## config.mk

```make
export PLATFORM = sky130hd
export DESIGN_NAME = multi_channel_servo_pulse_generator_top
export DESIGN_NICKNAME = d
export VERILOG_FILES = /design/src/rtl/msp_pkg.sv /design/src/rtl/msp_core.sv /design/src/rtl/multi_channel_servo_pulse_generator_top.sv
export VERILOG_INCLUDE_DIRS = /design/src /design/src/rtl
export SDC_FILE = /design/constraint.sdc
export NUM_CORES = 1
export LEC_CHECK = 0
export ABC_CLOCK_PERIOD_IN_PS = 4700
export BUFFER_PORTS_ARGS = -buffer_cell sky130_fd_sc_hd__buf_2
export CORE_ASPECT_RATIO = 1.2
export CORE_MARGIN = 5
export CORE_UTILIZATION = 49
export DETAILED_ROUTE_END_ITERATION = 8
export PLACE_DENSITY = 0.76
export RECOVER_POWER = 50
export SYNTH_ARGS = -nofsm -noshare
export SYNTH_HDL_FRONTEND = slang
export SYNTH_SLANG_ARGS = --single-unit
```

## constraint.sdc

```tcl
create_clock -name clk_i -period 4.7 [get_ports clk_i]
set_clock_uncertainty 0.1 [all_clocks]
set_input_delay 0.94 -clock clk_i [delete_from_list [all_inputs] [get_ports clk_i]]
set_output_delay 0.94 -clock clk_i [all_outputs]
set_load 0.05 [all_outputs]
```

## src/rtl/assert_macros.svh

```systemverilog
// assertion macros shared by the servo pulse generator rtl
`ifndef ASSERT_MACROS_SVH
`define ASSERT_MACROS_SVH
`ifndef ASSERT_OFF
`define ASSERT_CLK(lbl, prop) lbl: assert property (@(posedge clk_i) disable iff (!rst_ni) \
  prop) else $error("assertion failed");
`define ASSERT_ALWAYS(lbl, prop) lbl: assert property (@(posedge clk_i) prop) \
  else $error("assertion failed");
`else
`define ASSERT_CLK(lbl, prop)
`define ASSERT_ALWAYS(lbl, prop)
`endif
`endif

```

## src/rtl/msp_pkg.sv

```systemverilog
// types and constants of the servo pulse generator
package msp_pkg;

  localparam int unsigned WIDTH_W = 16;
  localparam int unsigned CH_W    = 8;
  localparam int unsigned PIN_W   = 4;
  localparam int unsigned CFG_W   = 2;

  localparam logic [WIDTH_W-1:0] COUNT_MAX   = 16'hFFFF;
  localparam logic [WIDTH_W-1:0] MIN_RST     = 16'd500;
  localparam logic [WIDTH_W-1:0] MAX_RST     = 16'd2500;
  localparam logic [WIDTH_W-1:0] DEFAULT_RST = 16'd1500;

  typedef enum logic [2:0] {
    OP_TICK    = 3'd0,
    OP_START   = 3'd1,
    OP_SET     = 3'd2,
    OP_GET     = 3'd3,
    OP_SET_ALL = 3'd4,
    OP_ENABLE  = 3'd5,
    OP_DISABLE = 3'd6,
    OP_INIT    = 3'd7
  } op_e;

  typedef enum logic [CFG_W-1:0] {
    CFG_MIN     = 2'd0,
    CFG_MAX     = 2'd1,
    CFG_DEFAULT = 2'd2
  } cfg_e;

  typedef struct packed {
    op_e                op;
    logic [CH_W-1:0]    channel;
    logic [WIDTH_W-1:0] pulse_width;
  } item_t;

  typedef struct packed {
    logic [PIN_W-1:0]   pin_levels;
    logic [WIDTH_W-1:0] read_width;
    logic               frame_running;
  } result_t;

endpackage

```

## src/rtl/msp_core.sv

```systemverilog
// channel state, configuration registers and per-item update logic
`include "assert_macros.svh"

module msp_core #(
  parameter int unsigned CHANNELS = 4
) (
  input  logic                          clk_i,
  input  logic                          rst_ni,
  input  logic                          cfg_we_i,
  input  logic [msp_pkg::CFG_W-1:0]     cfg_index_i,
  input  logic [msp_pkg::WIDTH_W-1:0]   cfg_data_i,
  input  logic                          fire_i,
  input  msp_pkg::item_t                item_i,
  output msp_pkg::result_t              result_o
);

  localparam int unsigned IdxW = (CHANNELS > 1) ? $clog2(CHANNELS) : 1;
  localparam int unsigned PinN = (CHANNELS < msp_pkg::PIN_W) ? CHANNELS : msp_pkg::PIN_W;

  logic [msp_pkg::WIDTH_W-1:0] min_q, max_q, default_q;
  logic [msp_pkg::WIDTH_W-1:0] width_q [CHANNELS];
  logic [msp_pkg::WIDTH_W-1:0] width_d [CHANNELS];
  logic [msp_pkg::WIDTH_W-1:0] frame_q [CHANNELS];
  logic [msp_pkg::WIDTH_W-1:0] frame_d [CHANNELS];
  logic [msp_pkg::WIDTH_W-1:0] elapsed_q, elapsed_d;
  logic [CHANNELS-1:0]         high_q, high_d;
  logic                        enabled_q, enabled_d;
  logic [msp_pkg::WIDTH_W-1:0] clamped;
  logic [msp_pkg::WIDTH_W-1:0] read_width;
  logic                        ch_valid;
  logic [IdxW-1:0]             ch_idx;
  logic [CHANNELS-1:0]         zero_mask;

  // raise to min first, then lower to max
  always_comb begin
    clamped = item_i.pulse_width;
    if (clamped < min_q) begin
      clamped = min_q;
    end
    if (clamped > max_q) begin
      clamped = max_q;
    end
  end

  assign ch_valid = item_i.channel < msp_pkg::CH_W'(CHANNELS);
  assign ch_idx   = item_i.channel[IdxW-1:0];

  always_comb begin
    width_d    = width_q;
    frame_d    = frame_q;
    elapsed_d  = elapsed_q;
    high_d     = high_q;
    enabled_d  = enabled_q;
    read_width = '0;
    case (item_i.op)
      msp_pkg::OP_TICK: begin
        if (elapsed_q != msp_pkg::COUNT_MAX) begin
          elapsed_d = elapsed_q + msp_pkg::WIDTH_W'(1);
        end
        for (int i = 0; i < CHANNELS; i++) begin
          if (frame_q[i] <= elapsed_d) begin
            high_d[i] = 1'b0;
          end
        end
      end
      msp_pkg::OP_START: begin
        if (enabled_q) begin
          elapsed_d = '0;
          for (int i = 0; i < CHANNELS; i++) begin
            frame_d[i] = width_q[i];
            high_d[i]  = width_q[i] != '0;
          end
        end
      end
      msp_pkg::OP_SET: begin
        if (ch_valid) begin
          width_d[ch_idx] = clamped;
        end
      end
      msp_pkg::OP_GET: begin
        read_width = ch_valid ? width_q[ch_idx] : default_q;
      end
      msp_pkg::OP_SET_ALL: begin
        for (int i = 0; i < CHANNELS; i++) begin
          width_d[i] = clamped;
        end
        if (enabled_q) begin
          elapsed_d = '0;
          for (int i = 0; i < CHANNELS; i++) begin
            frame_d[i] = clamped;
            high_d[i]  = clamped != '0;
          end
        end
      end
      msp_pkg::OP_ENABLE: begin
        enabled_d = 1'b1;
      end
      msp_pkg::OP_DISABLE: begin
        enabled_d = 1'b0;
        high_d    = '0;
        elapsed_d = '0;
      end
      msp_pkg::OP_INIT: begin
        for (int i = 0; i < CHANNELS; i++) begin
          width_d[i] = default_q;
        end
        high_d    = '0;
        elapsed_d = '0;
        enabled_d = 1'b1;
      end
      default: begin
        read_width = '0;
      end
    endcase
  end

  always_comb begin
    result_o                       = '0;
    result_o.pin_levels[PinN-1:0]  = high_d[PinN-1:0];
    result_o.read_width            = read_width;
    result_o.frame_running         = |high_d;
  end

  always_ff @(posedge clk_i or negedge rst_ni) begin
    if (!rst_ni) begin
      min_q     <= msp_pkg::MIN_RST;
      max_q     <= msp_pkg::MAX_RST;
      default_q <= msp_pkg::DEFAULT_RST;
      for (int i = 0; i < CHANNELS; i++) begin
        width_q[i] <= msp_pkg::DEFAULT_RST;
        frame_q[i] <= '0;
      end
      elapsed_q <= '0;
      high_q    <= '0;
      enabled_q <= 1'b0;
    end else begin
      if (cfg_we_i) begin
        case (cfg_index_i)
          msp_pkg::CFG_MIN:     min_q     <= cfg_data_i;
          msp_pkg::CFG_MAX:     max_q     <= cfg_data_i;
          msp_pkg::CFG_DEFAULT: default_q <= cfg_data_i;
          default: begin
            min_q <= min_q;
          end
        endcase
      end
      if (fire_i) begin
        width_q   <= width_d;
        frame_q   <= frame_d;
        elapsed_q <= elapsed_d;
        high_q    <= high_d;
        enabled_q <= enabled_d;
      end
    end
  end

  always_comb begin
    for (int i = 0; i < CHANNELS; i++) begin
      zero_mask[i] = frame_q[i] == '0;
    end
  end

  `ASSERT_CLK(a_high_needs_enable, (high_q != '0) |-> enabled_q)
  `ASSERT_CLK(a_high_needs_width, (high_q & zero_mask) == '0)
  `ASSERT_CLK(a_disable_clears, fire_i && item_i.op == msp_pkg::OP_DISABLE |=> high_q == '0 && !enabled_q && elapsed_q == '0)

endmodule

```

## src/rtl/multi_channel_servo_pulse_generator_top.sv

```systemverilog
// top level of the servo pulse generator: input register, core and result register
//
// channel  direction  handshake                    payload
// in       in         in_valid_i / in_stall_o      operation_i, channel_i, pulse_width_i
// out      out        out_valid_o / out_stall_i    pin_levels_o, read_width_o, frame_running_o
// cfg      in         cfg_we_i                     cfg_index_i, cfg_data_i
//
// one item per cycle when not stalled; result registered after the input register
// the state update and result come from one pass through the core logic
// asynchronous active-low reset clears control state and sets the channel widths to default
// a stalled result holds in the output register; the input register still takes one item

`include "assert_macros.svh"

module multi_channel_servo_pulse_generator_top #(
  parameter int unsigned CHANNELS = 4
) (
  input  logic                          clk_i,
  input  logic                          rst_ni,
  input  logic                          cfg_we_i,
  input  logic [msp_pkg::CFG_W-1:0]     cfg_index_i,
  input  logic [msp_pkg::WIDTH_W-1:0]   cfg_data_i,
  input  logic                          in_valid_i,
  output logic                          in_stall_o,
  input  logic [2:0]                    operation_i,
  input  logic [msp_pkg::CH_W-1:0]      channel_i,
  input  logic [msp_pkg::WIDTH_W-1:0]   pulse_width_i,
  output logic                          out_valid_o,
  input  logic                          out_stall_i,
  output logic [msp_pkg::PIN_W-1:0]     pin_levels_o,
  output logic [msp_pkg::WIDTH_W-1:0]   read_width_o,
  output logic                          frame_running_o
);

  logic             in_vld_q;
  msp_pkg::item_t   item_q;
  logic             out_vld_q;
  msp_pkg::result_t res_q;
  msp_pkg::result_t res_d;
  logic             adv;
  logic             fire;
  logic             in_xfer;

  assign adv        = !out_vld_q || !out_stall_i;
  assign fire       = in_vld_q && adv;
  assign in_stall_o = in_vld_q && !adv;
  assign in_xfer    = in_valid_i && !in_stall_o;

  always_ff @(posedge clk_i or negedge rst_ni) begin
    if (!rst_ni) begin
      in_vld_q  <= 1'b0;
      out_vld_q <= 1'b0;
    end else begin
      if (in_xfer) begin
        in_vld_q <= 1'b1;
      end else if (adv) begin
        in_vld_q <= 1'b0;
      end
      if (adv) begin
        out_vld_q <= in_vld_q;
      end
    end
  end

  always_ff @(posedge clk_i) begin
    if (in_xfer) begin
      item_q.op          <= msp_pkg::op_e'(operation_i);
      item_q.channel     <= channel_i;
      item_q.pulse_width <= pulse_width_i;
    end
    if (fire) begin
      res_q <= res_d;
    end
  end

  msp_core #(
    .CHANNELS(CHANNELS)
  ) u_core (
    .clk_i      (clk_i),
    .rst_ni     (rst_ni),
    .cfg_we_i   (cfg_we_i),
    .cfg_index_i(cfg_index_i),
    .cfg_data_i (cfg_data_i),
    .fire_i     (fire),
    .item_i     (item_q),
    .result_o   (res_d)
  );

  assign out_valid_o     = out_vld_q;
  assign pin_levels_o    = res_q.pin_levels;
  assign read_width_o    = res_q.read_width;
  assign frame_running_o = res_q.frame_running;

  `ASSERT_CLK(a_stall_only_when_full, in_stall_o |-> in_vld_q && out_vld_q)
  `ASSERT_CLK(a_fire_fills_out, fire |=> out_vld_q)
  `ASSERT_CLK(a_idle_pins_low, out_valid_o && !frame_running_o |-> pin_levels_o == '0)

endmodule
```

==> reports/metrics.yaml, run 1 <==
seqPwrFrac_pct: 40.0
power_w: 0.008873
end_kind: "flip-flop"
drcViolationCount: 0
place.port_buffers: 72
grt_pass1_wl_mm: 59.45
syn-num-nets: 1462
drive_gt1_share_pct: 26.14
seqCellArea_sq_um: 6479
hpwl_mm: 27.13
ys_top_cells_by_area: "dfrtp_1 (28%), edfxtp_1 (10%), dfstp_2 (8.7%)"
synth_edf_count: 48
ys.flop_type: "dfrtp_1"
die_area_sq_um: 31790
num_rows: 67
hold_path.class: "flip-flop to flip-flop"
place_congestion: 0.9142
finalHoldViolCount: 0
violations: "max-capacitance violations, max-slew violations"
path_class: "flip-flop to flip-flop"
start_kind: "flip-flop"
ys_types: 65
crit_fanout: 8
outcome: "finished, violations left"
ys_seq_elements: 247
slew_headroom_pct: -74.67
period_needed_ps: 4637
grt_max_degree: 110
max_freq_mhz: 215.6
cts_made_buffers: 27
cts.sink_count: 247
yosysMostFrequentCell: "nand2_1"
fin_hold_ws_ps: 390.2
netlist_top_cells_count: "nand2_1 (162), dfrtp_1 (153), a21oi_1 (119), ha_1 (96), o21a_1 (66)"
intPower_w: 0.005711
finalInstanceArea_sq_um: 16190
core_sq_um: 27920
drv_slew: 128
synth_top_area_share_pct: 27.59
powerDensity_nw_per_um2: 548.1
synth.largest_area_cell: "dfrtp_1"
power_leakage_nw: 6.622
clk_latency_ps: 540
wl_per_cell_microns: 20.66
synthCells: 1316
yosysWarnings: 0
grt_usage_pct: 23.19
path_clk_slew_ps: 60
peakVddDrop_mv: 0.3240
p_switching_w: 0.003162
die_h_microns: 194.3
dr_total_vias: 11037
hold_buffers: 0
fillers: 2266
fin_crit_sh_pct: 98.67
routed_wl_mm: 37.79
num-nets-final: 1578
stdcell_count: 1829
required_ps: 5010
worst_slack_ps: 62.64
placed_cells: 1773
gr-total-overflow: 0
antenna_cells: 0
clockRootBuffer: "clkbuf_16"
tightest_slew_ps: 2620
cp.arrival_ps: 4950
switching_share_pct: 35.64
die_x_microns: 163.6
cts_buffer_depth: 3
multi_input_area_sq_um: 7177
pwr-share-comb_pct: 36.4
start_util_pct: 49.70
clkPwrFrac_pct: 23.6
vias_per_cell: 6.034
antenna_found_initial: 0
maxCapViolCount: 2
setup_viol: 0
postSynthAreaPerCell_sq_um: 10.54
place_worst_setup_slack_ps: -56.78
drt_iter0_markers: 791
dr.pass1.iters: 5
yosysSeqAreaShare_pct: 46.69
grt_pass1_vias: 11013
syn_area_sq_um: 13870
async_reset_ff_share_pct: 80.57
io_pins: 73
tritoncts: "built"
ctsHtreeMaxLevel: 1
detail-route-antenna-nets: 0
synthToLayoutAreaGrowth_pct: 16.67
place_area_sq_um: 15090
stage by stage:
| step | TNS [ps] | utilization (%) |
|---|---|---|
| after detailed placement | -157.0 | 54.04 |
| after global placement | 0 | 54.04 |
| final | 0 | 57.99 |
| after floorplan | 0 | - |
| after CTS | 0 | 57.24 |
| after global routing | -359.6 | 57.99 |
what timing repair did:
action	4_1_cts	5_1_grt
endpoints found under the setup margin	14	137
pin swaps	0	8
gates cloned	0	1
buffers inserted	1	7
resized for setup	7	31
layer usage:
| metal | share of wire [%] | routed length (microns) | GRT usage [%] |
|---|---|---|---|
| met1 | 40 | 15130 | 29.84 |
| met2 | 50 | 19040 | 40.03 |
| met3 | 5.8 | 2174 | 2.669 |
| met4 | 3.8 | 1445 | 8.856 |
| met5 | 0 | 0 | 0 |
worst paths after layout:
check,cells past startpoint,endpoint,slack [ps],from
max,19,flip-flop,60,u_core.min_q[2]
min,1,out_valid_o,390,in_vld_q
max reg2reg,19,flip-flop,60,u_core.min_q[2]
min reg2reg,1,out_valid_o,390,in_vld_q
max in group asynchronous,2,u_core.default_q[14],1100,rst_ni
min in group asynchronous,1,u_core.frame_q[57],1090,rst_ni
worst max-delay path, stage by stage (launching register included):
cell and delay, ps:
dfstp_2 540, inv_1 70, ha_4 210, a21o_1 170, a31oi_1 190, o21ai_1 80
a311o_2 470, buf_12 170, mux2_4 320, ha_4 270, and3_4 190, nand4_1 180
a2bb2oi_2 230, a21oi_4 200, buf_6 150, buf_12 160, mux2i_4 320, buf_4 170
o211ai_1 120, o21a_1 180
cell usage in the layout (no fill, tap or decap), drive strengths merged, types with 45 or more instances in the layout:
master and instances:
dfrtp 153, o211ai 65, dfstp 46, buf 147, edfxtp 48, o21ai 119, a21oi 119, ha 96
mux2 50, nand2 162, nor2 45, o21a 66
power by group through the flow:
stage                     registers [W]  clock network [W]  logic, W
after CTS                       0.00352            0.00213   0.00308
after global routing            0.00361            0.00221   0.00355
after floorplan                 0.00337                  0   0.00213
after detailed placement        0.00356                  0   0.00303
after global placement          0.00353                  0   0.00293
final                           0.00355            0.00209   0.00323
logic make-up after synthesis:
| logic type | Yosys count | share of synthesized area [%] |
|---|---|---|
| AOI/OAI and AO/OA | 430 | 19.44 |
| xor gates and xnor gates | 12 | 0.7575 |
| adders and majority gates | 97 | 8.729 |
| buffers and inverters | 113 | 3.355 |
| DFF | 247 | 46.69 |
| muxes | 87 | 9.766 |
| and+or+nand+nor | 330 | 11.25 |
final cells by class:
cell class	instances	area share [%]
clock buffers	33	4.375
clock inverters	14	0.9120
inverters	46	1.067
multi-input cells	956	44.33
flip-flops and latches	247	40.02
well taps	379	2.929
repair buffers	154	6.361
No activity file was read; power rests on OpenSTA's default activity.
==> run 2, diff against run 1 <==
--- a/config.mk
+++ b/config.mk
@@ -11,6 +11,7 @@
 export CORE_ASPECT_RATIO = 1.2
 export CORE_MARGIN = 5
 export CORE_UTILIZATION = 49
+export CTS_BUF_LIST = sky130_fd_sc_hd__clkbuf_4
 export DETAILED_ROUTE_END_ITERATION = 8
 export PLACE_DENSITY = 0.76
 export RECOVER_POWER = 50
==> reports/metrics.yaml, run 2 (same netlist as run 1, synthesis figures left out) <==
outcome: "finished, violations left"
violations: "max-capacitance violations, max-slew violations"
finalHoldViolCount: 0  # unchanged
ctsHtreeMaxLevel: 3  # +2
cts_buffer_depth: 3  # unchanged
drt_iter0_markers: 762  # -3.7%
dr.pass1.iters: 5  # unchanged
core_sq_um: 27920  # unchanged
final_common_cell: "nand2_1"
antenna_found_initial: 0  # unchanged
pwr-share-comb_pct: 37.0  # +0.6 points
r2r_cells: 19  # unchanged
drv_slew: 127  # -0.78%
start_kind: "flip-flop"
worstSetupStartpoint: "u_core.min_q[13]"
cts.sink_count: 247  # unchanged
p_switching_w: 0.003201  # +1.2%
grt_pass1_vias: 11281  # +2.4%
die_x_microns: 163.6  # unchanged
required_ps: 5140  # +130 ps
fin_crit_sh_pct: 97.51  # -1.2 points
start_util_pct: 49.70  # unchanged
detail-route-antenna-nets: 0  # unchanged
grt_max_degree: 110  # unchanged
vias_per_cell: 5.941  # -1.6%
wl_per_cell_microns: 19.90  # -3.7%
grt_usage_pct: 23.42  # +0.23 points
die_h_microns: 194.3  # unchanged
dr_total_vias: 11287  # +2.3%
tritoncts: "built"
cp.arrival_ps: 5020  # +70 ps
synthToLayoutAreaGrowth_pct: 16.93
drive_gt1_share_pct: 29.13  # +3.0 points
hold_buffers: 0  # unchanged
path_class: "flip-flop to flip-flop"
critPathSlowestCell: "a311o_2"
gr-total-overflow: 0  # unchanged
power_leakage_nw: 6.726  # +1.6%
die_area_sq_um: 31790  # unchanged
tns_ps: 0  # unchanged
clockRootBuffer: "clkbuf_4"
end_kind: "flip-flop"
switching_share_pct: 36.58  # +0.94 points
powerDensity_nw_per_um2: 539.4  # -1.6%
num_rows: 67  # unchanged
hpwl_mm: 27.13  # unchanged
fin_hold_ws_ps: 337.4  # -52.80 ps
cts_made_buffers: 67  # +150%
crit_fanout: 8  # unchanged
tightest_slew_ps: 2676  # +55.71 ps
intPower_w: 0.005550  # -2.8%
grt_pass1_wl_mm: 59.49  # about the same
stdcell_count: 1900  # +3.9%
antenna_cells: 0  # unchanged
drcViolationCount: 0  # unchanged
max_freq_mhz: 218.2  # +1.2%
layout_common_cells: "nand2_1 (162), dfrtp_1 (153), a21oi_1 (99), clkbuf_4 (96), ha_1 (89)"
seqPwrFrac_pct: 40.6  # +0.6 points
r2r_start: "u_core.min_q[13]"
dr_wl_met2_mm: 18.85  # -1.0%
clk_latency_ps: 700  # +160 ps
m1WireLength_mm: 14.97  # -1.0%
maxCapViolCount: 2  # unchanged
crit_chain: "inv_1, ha_1, a211oi_2, nor2_1, a211o_1, a311o_2, buf_12, mux2_4, ha_4, and3_1, nand4_1, a2bb2oi_2, a21oi_4, buf_6, buf_12, mux2i_4, buf_6, o211ai_1, o21a_1"
placed_cells: 1773  # unchanged
setup_viol: 0  # unchanged
path_clk_slew_ps: 70  # about the same
routed_wl_mm: 37.82  # about the same
dr.max_layer_used: "met4"
io_pins: 73  # unchanged
peakVddDrop_mv: 0.2774  # -14%
route.met3.wl_mm: 2.429  # +12%
period_needed_ps: 4583  # -54.29 ps
place_congestion: 0.9142  # unchanged
slew_headroom_pct: -78.38  # -3.7 points
clkPwrFrac_pct: 22.4  # -1.2 points
critPathMaxStageDelay_ps: 400  # -140 ps
num-nets-final: 1618  # +2.5%
hold_path.class: "primary input to flip-flop"
rrSetupSlack_ps: 120  # +50 ps
place.port_buffers: 72  # unchanged
==> run 2: cell count changes in the layout (fill, tap and decap cells not counted), moves of 2 or more <==
cell / change
buf_12: +2
clkinv_1: +14
clkbuf_16: -27
clkbuf_4: +95
clkinv_2: -6
buf_4: -2
a21oi_2: +3
inv_2: +3
clkinvlp_4: -2
clkbuf_1: -5
a21oi_1: -3
==> run 2: routing by layer <==
layer	GRT usage, %	vias up
met5	0	-
met4	11.09	0
met3	4.703	101
met2	39.21	440
met1	28.97	5493
li1	-	5253
==> run 2: cell type report <==
cell class	instances	area, sq um
Clock buffer	96	720.7
Tap cell	379	474.2
Timing Repair Buffer	154	1059
Multi-Input combinational cell	956	7182
Clock inverter	22	136.4
Fill cell	2304	11690
Inverter	46	172.7
Sequential cell	247	6479
==> run 2: repair_timing <==
| action | in CTS | in global routing |
|---|---|---|
| setup endpoints to repair | 5 | 137 |
| cloned | 0 | 1 |
| setup buffers | 0 | 8 |
| pin swaps | 0 | 8 |
| resized for setup | 3 | 39 |
==> run 2: through the flow <==
stage / utilization [%] / worst slack, ps / instance area (sq um) / total power (W)
after floorplan: - / 189.7 / 13870 / 0.005501
after global routing: 58.11 / -31.25 / 16220 / 0.009297
after global placement: 54.04 / 21.39 / 15090 / 0.006464
final: 58.11 / 116.9 / 16220 / 0.008751
after detailed placement: 54.04 / -56.78 / 15090 / 0.006586
after CTS: 57.16 / 7.341 / 15960 / 0.008586
==> run 2: worst min-delay path by stage <==
| stage | from | to | slack, ps | cells past startpoint |
|---|---|---|---|---|
| final | pulse_width_i[3] | item_q[3] | 340 | 1 |
| after global placement | in_vld_q | out_valid_o | 360 | 1 |
| after global routing | pulse_width_i[7] | item_q[7] | 300 | 1 |
| after CTS | rst_ni | u_core.elapsed_q[14] | 210 | 1 |
| after detailed placement | u_core.frame_q[63] | u_core.frame_q[63] | 380 | 2 |
| after floorplan | u_core.frame_q[1] | u_core.frame_q[1] | 360 | 2 |
==> run 2: power groups by stage <==
| stage | combinational [W] | clock, W | sequential (W) |
|---|---|---|---|
| finish | 0.00324 | 0.00196 | 0.00355 |
| global route | 0.00356 | 0.00213 | 0.00361 |
| CTS | 0.00306 | 0.00201 | 0.00352 |
| detailed placement | 0.00303 | 0 | 0.00356 |
| global placement | 0.00293 | 0 | 0.00353 |
| floorplan | 0.00213 | 0 | 0.00337 |
==> run 2: critical path: cells and delay by family (launching register included) <==
family | cells | cell delay, ps
adders and majority gates | 2 | 570
muxes | 2 | 680
AOI/OAI and AO/OA | 7 | 1560
and+or+nand+nor | 3 | 450
buffers and inverters | 5 | 700
DFF | 1 | 380
